==> src/rtl/core/flow_session_table_defines.svh <==
// ----------------------------------------------------------------------------
// Flow session table assertion macros
// Concurrent assertion wrappers on clk_i, with and without reset disable.
// ----------------------------------------------------------------------------
`ifndef FLOW_SESSION_TABLE_DEFINES_SVH
`define FLOW_SESSION_TABLE_DEFINES_SVH

`ifndef SYNTHESIS
`define FST_ASSERT(name, prop, msg) \
  name: assert property (@(posedge clk_i) disable iff (!rst_ni) prop) else $error(msg);
`define FST_ASSERT_ALWAYS(name, prop, msg) \
  name: assert property (@(posedge clk_i) prop) else $error(msg);
`else
`define FST_ASSERT(name, prop, msg)
`define FST_ASSERT_ALWAYS(name, prop, msg)
`endif

`endif

==> src/rtl/core/fst_ram.sv <==
// ----------------------------------------------------------------------------
// Generic single-port RAM
// One address per cycle, write or read, read data registered.
// ----------------------------------------------------------------------------
module fst_ram #(
  parameter int WIDTH = 8,
  parameter int DEPTH = 16
) (
  input  logic                     clk_i,
  input  logic                     we_i,
  input  logic [$clog2(DEPTH)-1:0] addr_i,
  input  logic [WIDTH-1:0]         wdata_i,
  output logic [WIDTH-1:0]         rdata_o
);

  logic [WIDTH-1:0] mem [DEPTH];

  always_ff @(posedge clk_i) begin
    if (we_i) begin
      mem[addr_i] <= wdata_i;
    end
    rdata_o <= mem[addr_i];
  end

endmodule

==> config.mk <==
export PLATFORM = sky130hd
export DESIGN_NAME = fst_ram
export DESIGN_NICKNAME = d
export VERILOG_FILES = /design/src/rtl/core/flow_session_table_defines.svh /design/src/rtl/core/fst_ram.sv
export SDC_FILE = /design/constraint.sdc
export NUM_CORES = 1
export LEC_CHECK = 0
export ABC_AREA = 1
export CORE_MARGIN = 2
export CORE_UTILIZATION = 50
export CTS_BUF_LIST = sky130_fd_sc_hd__clkbuf_4 sky130_fd_sc_hd__clkbuf_8
export CTS_CLUSTER_DIAMETER = 30
export CTS_CLUSTER_SIZE = 20
export DETAILED_ROUTE_END_ITERATION = 12
export DONT_BUFFER_PORTS = 1
export GPL_TIMING_DRIVEN = 0
export PLACE_DENSITY = 0.68
export SLEW_MARGIN = 20
export SYNTH_ARGS = -nofsm -noshare
export SYNTH_HDL_FRONTEND = slang
export SYNTH_SLANG_ARGS = --single-unit
==> constraint.sdc <==
create_clock -name clk_i -period 1.8 [get_ports clk_i]
set_input_delay 0.36 -clock clk_i [delete_from_list [all_inputs] [get_ports clk_i]]
set_output_delay 0.36 -clock clk_i [all_outputs]
set_load 0.02 [all_outputs]
; After elaboration in Yosys (flattened, before gate mapping)
; Memories as Yosys holds them, arrays and structs flattened. A register that Yosys moved wholly into a read port is not among the register bits.
; Cells that the tools add are included.
[word_totals]
mem_bits_rw = 128
mem_count = 1
ff_bits = 0
in_bits = 14
out_inout_bits = 8
[mem_list]
columns = name, depth, word_bits, rd, rd_ports_with_merged_regs, wr, line
row1 = mem, 16, 8, 1, 1, 1, fst_ram.sv:16  ; logic [WIDTH-1:0] mem [DEPTH];
[op_classes]
n_mux = 2
[ops]
columns = op, count
row1 = $mux 1, 2

; Longest topological paths before layout
[depth]
ltp_word = 2
ltp_mapped = 11
ltp_nobuf = 9

; Worst setup path before layout
; OpenSTA, ideal clock, no wires.
[synth_timing]
path_kind = input port to flip-flop
start = input addr_i[1]
end = memory mem[3][0] (enable)
setup_ps = 370
path_buffers = 2
t_arrival_ps = 1367
slack_ps = 63
path_stages = 4
cell_sequence = buf_2 -> clkbuf_1 -> nand3_1 -> nor2_1
[synth_rtl]
columns = element, line
row1 = from (decl), fst_ram.sv:11  ; input logic [$clog2(DEPTH)-1:0] addr_i,
row2 = to (decl), fst_ram.sv:16
; Straight into the memory's write port.

; Final worst setup path
[layout_timing]
start = input addr_i[1]
end = memory mem[3][4] (enable)
; Straight into the memory's write port.

==> metrics.yaml <==
largest_net_degree_at_the_start_of_global_routing: 17
worst-endpoint-required_ps: 1870
fmax_ghz: 0.5443
worst_hold_slack_after_final_layout_ps: 316.6
critPathMaxStageDelay_ps: 670
seqCellArea_mm2: 0.004004
initial_antenna_violation_count: 0
p_int_mw: 4.967
ant_nets: 0
yosysUniqueCellTypes: 11
finalCritPeriodShare_pct: 102.1
die_h_um: 109.8
unrepaired_setup_endpoints_after_global_routing: "true"
cts_tree: "built"
h_tree_levels: 4
critPathCaptureType: "flop"
wl_per_cell_um: 16.82
synth_top_cell_by_area: "edfxtp_1"
port-buffer-count: 0
worst_hold_path_type: "in -> reg"
chipWidth_um: 109.8
fin_crit_ps: 1837
syn-num-nets: 562
worstSetupStartpointType: "input port"
crit_slowest_cell: "nor2_1"
firstDrtPassIters: 5
worst_pin_slew_ps: 812.6
timing.max_cap.violations: 0
status: "finished with violations"
yosysWarningCount: 0
gp_congestion: 0.8597
power.sequential.fraction_pct: 56.4
synth.top_cell.area_share_pct: 68.72
failed_checks: "setup timing"
gr-usage-all-layers_pct: 22.82
postCtsSetupRepairBufs: 0
n_fill_cell: 932
cp.buffers_inverters: 2
r2r-start: "mem[12][7]"
arrival_time_at_the_worst_endpoint_ps: 1910
yosys_register_bits: 136
floorplan.core_area_mm2: 0.01089
post_route_setup_tns_ps: -518.4
power_density_mw_per_mm2: 1017
clock-skew-final_ps: 10.83
grt_remaining_overflow: 0
floorplan.rows: 38
clock_root_buffer: "clkbuf_8"
power_switching_mw: 1.394
synth.yosys.seq_area_share_pct: 71.59
crit_type: "in -> reg"
headroom_to_the_max_slew_limit_pct: 45.65
drv_slew: 0
syn-cell-area_mm2: 0.005593
area_growth_pct: 11.88
power_switching_share_pct: 21.92
detailed_place_hpwl_um: 7645
multiInputGateArea_mm2: 0.001416
first_pass_grt_wire_length_um: 19170
leakage_nw: 2.655
detailedPlace.worstSlack_ps: -521.2
avgSynthCellArea_um2: 10.21
tritoncts_buffer_count: 17
wirelength_um: 12250
vdd_ir_drop_max_mv: 0.6610
timing.critical_path.cells: "buf_2, clkbuf_1, nand3_1, nor2_1"
worst_setup_hold_path_clk_slew_ps: 70
die_area_mm2: 0.01205
clock_share_of_power_pct: 37.2
ioPinCount: 22
ys_top_cells_by_area: "edfxtp_1 69%, nand2_1 23%, dfxtp_1 2.9%, inv_1 1.4%, nor2_1 1.2%"
synthCells: 548
via_count_of_the_first_global_routing_pass: 3602
nets: 589
n_antenna_cell: 0
floorplan.initialDensity_pct: 51.37
final_layout_size_suffix_gt1_share_pct: 10.54
source_to_sink_clock_delay_at_the_later_pin_of_the_worst_skew_pair_ps: 450
hold_path_end: "rdata_o[2]"
drt-initial-drc-count: 291
route.detailed.drc: 0
setup_viol_count_final: 16
worst_reg2reg_setup_slack_ps: 770
critical_path_peak_fanout: 10
worstHoldStart: "addr_i[3]"
vias_per_cell: 4.967
cpLargestDelayFamily: "simple AND/OR/NAND/NOR gates"
clock-sinks: 136
hold_violations: 0
clockBufferDepth: 2
timing.reg2reg.worst_path_depth: 8
critical_path.reg2reg.endpoint: "rdata_o[7]"
routed-via-count: 3616
final_core_area_utilization_pct: 57.47
power.share.combinational_pct: 6.4
hold_depth: 5
final.setup.worst_slack_ps: -37.35
[how the worst max path moves through the flow]
stage,depth (start not counted),startpoint,endpoint,slack (ps)
after floorplan,4,addr_i[1],mem[3][0],60
after global placement,4,addr_i[1],mem[10][5],-440
after detailed placement,4,addr_i[1],mem[6][7],-520
after CTS,4,addr_i[1],mem[6][3],-30
after global routing,4,addr_i[1],mem[11][1],-150
final,4,addr_i[1],mem[3][4],-40
[sequential cells by signal, summed over array words and instances, names as in the netlist]
| name | cells |
|---|---|
| rdata_o | 8 |
| mem | 128 |
[placed cells by master (no fill, tap or decap), drive strengths merged]
cell and instances:
nand2 346, edfxtp 128, clkbuf 31, inv 22, buf 18, nor2 18, dlygate4sd3 8, dfxtp 8
nand3 4, clkinv 4, bufinv 1
[cell usage after synthesis, drive strengths merged]
cell type and instances:
nor2 18, clkbuf 3, inv 22, buf 18
nand2 346, edfxtp 128, clkinv 1, dfxtp 8
nand3 4
[metal layers]
layer	up-vias	share of wire (%)	GRT usage (%)
li1	1804	-	-
met1	1650	42	29.46
met2	140	48	35.80
met4	0	2.4	10.67
met3	22	7.4	6.520
met5	-	0	0
[what timing repair did]
item                                    CTS  global route
hold endpoints to repair                128             0
endpoints found under the setup margin   24            96
resized for setup                         0            12
hold buffers                              8             0
[through the flow]
step           power, mW  instance area (um2)  instances
2_1_floorplan      3.895                 5593        548
3_3_place_gp       3.987                 5768        688
3_5_place_dp       3.991                 5768        688
4_1_cts            6.400                 6227        728
5_1_grt            6.587                 6257        728
6_report           6.362                 6257        728
[power by group through the flow]
stage | Sequential [mW] | Clock [mW] | Combinational [mW]
global route | 3.59 | 2.53 | 0.461
detailed placement | 3.66 | 0 | 0.334
finish | 3.59 | 2.36 | 0.409
global placement | 3.65 | 0 | 0.332
CTS | 3.59 | 2.41 | 0.403
floorplan | 3.65 | 0 | 0.244
[logic make-up (layout without fill, tap and decap cells)]
group / after synthesis / after routing / synth area share (%)
DFF: 136 / 136 / 71.59
and+or+nand+nor: 368 / 368 / 24.79
buffers and inverters: 44 / 84 / 3.624
[worst reg2reg max path: stages (launching register included)]
cell and delay, ps:
edfxtp_1 370, nand2_1 70, nand2_1 50, nand2_1 60, nand2_1 80, nand2_1 60, nand2_1 60, inv_1 80
nand2_1 70
[final cells by class]
cell class	count	share of cell area [%]
inverter	23	1.380
clock inverter	4	0.6999
buffer	21	1.860
multi-input combinational	368	22.64
tap	140	2.799
timing repair buffer	8	1.280
clock buffer	28	5.359
sequential	136	63.99
(Power assumes the default switching activity.)
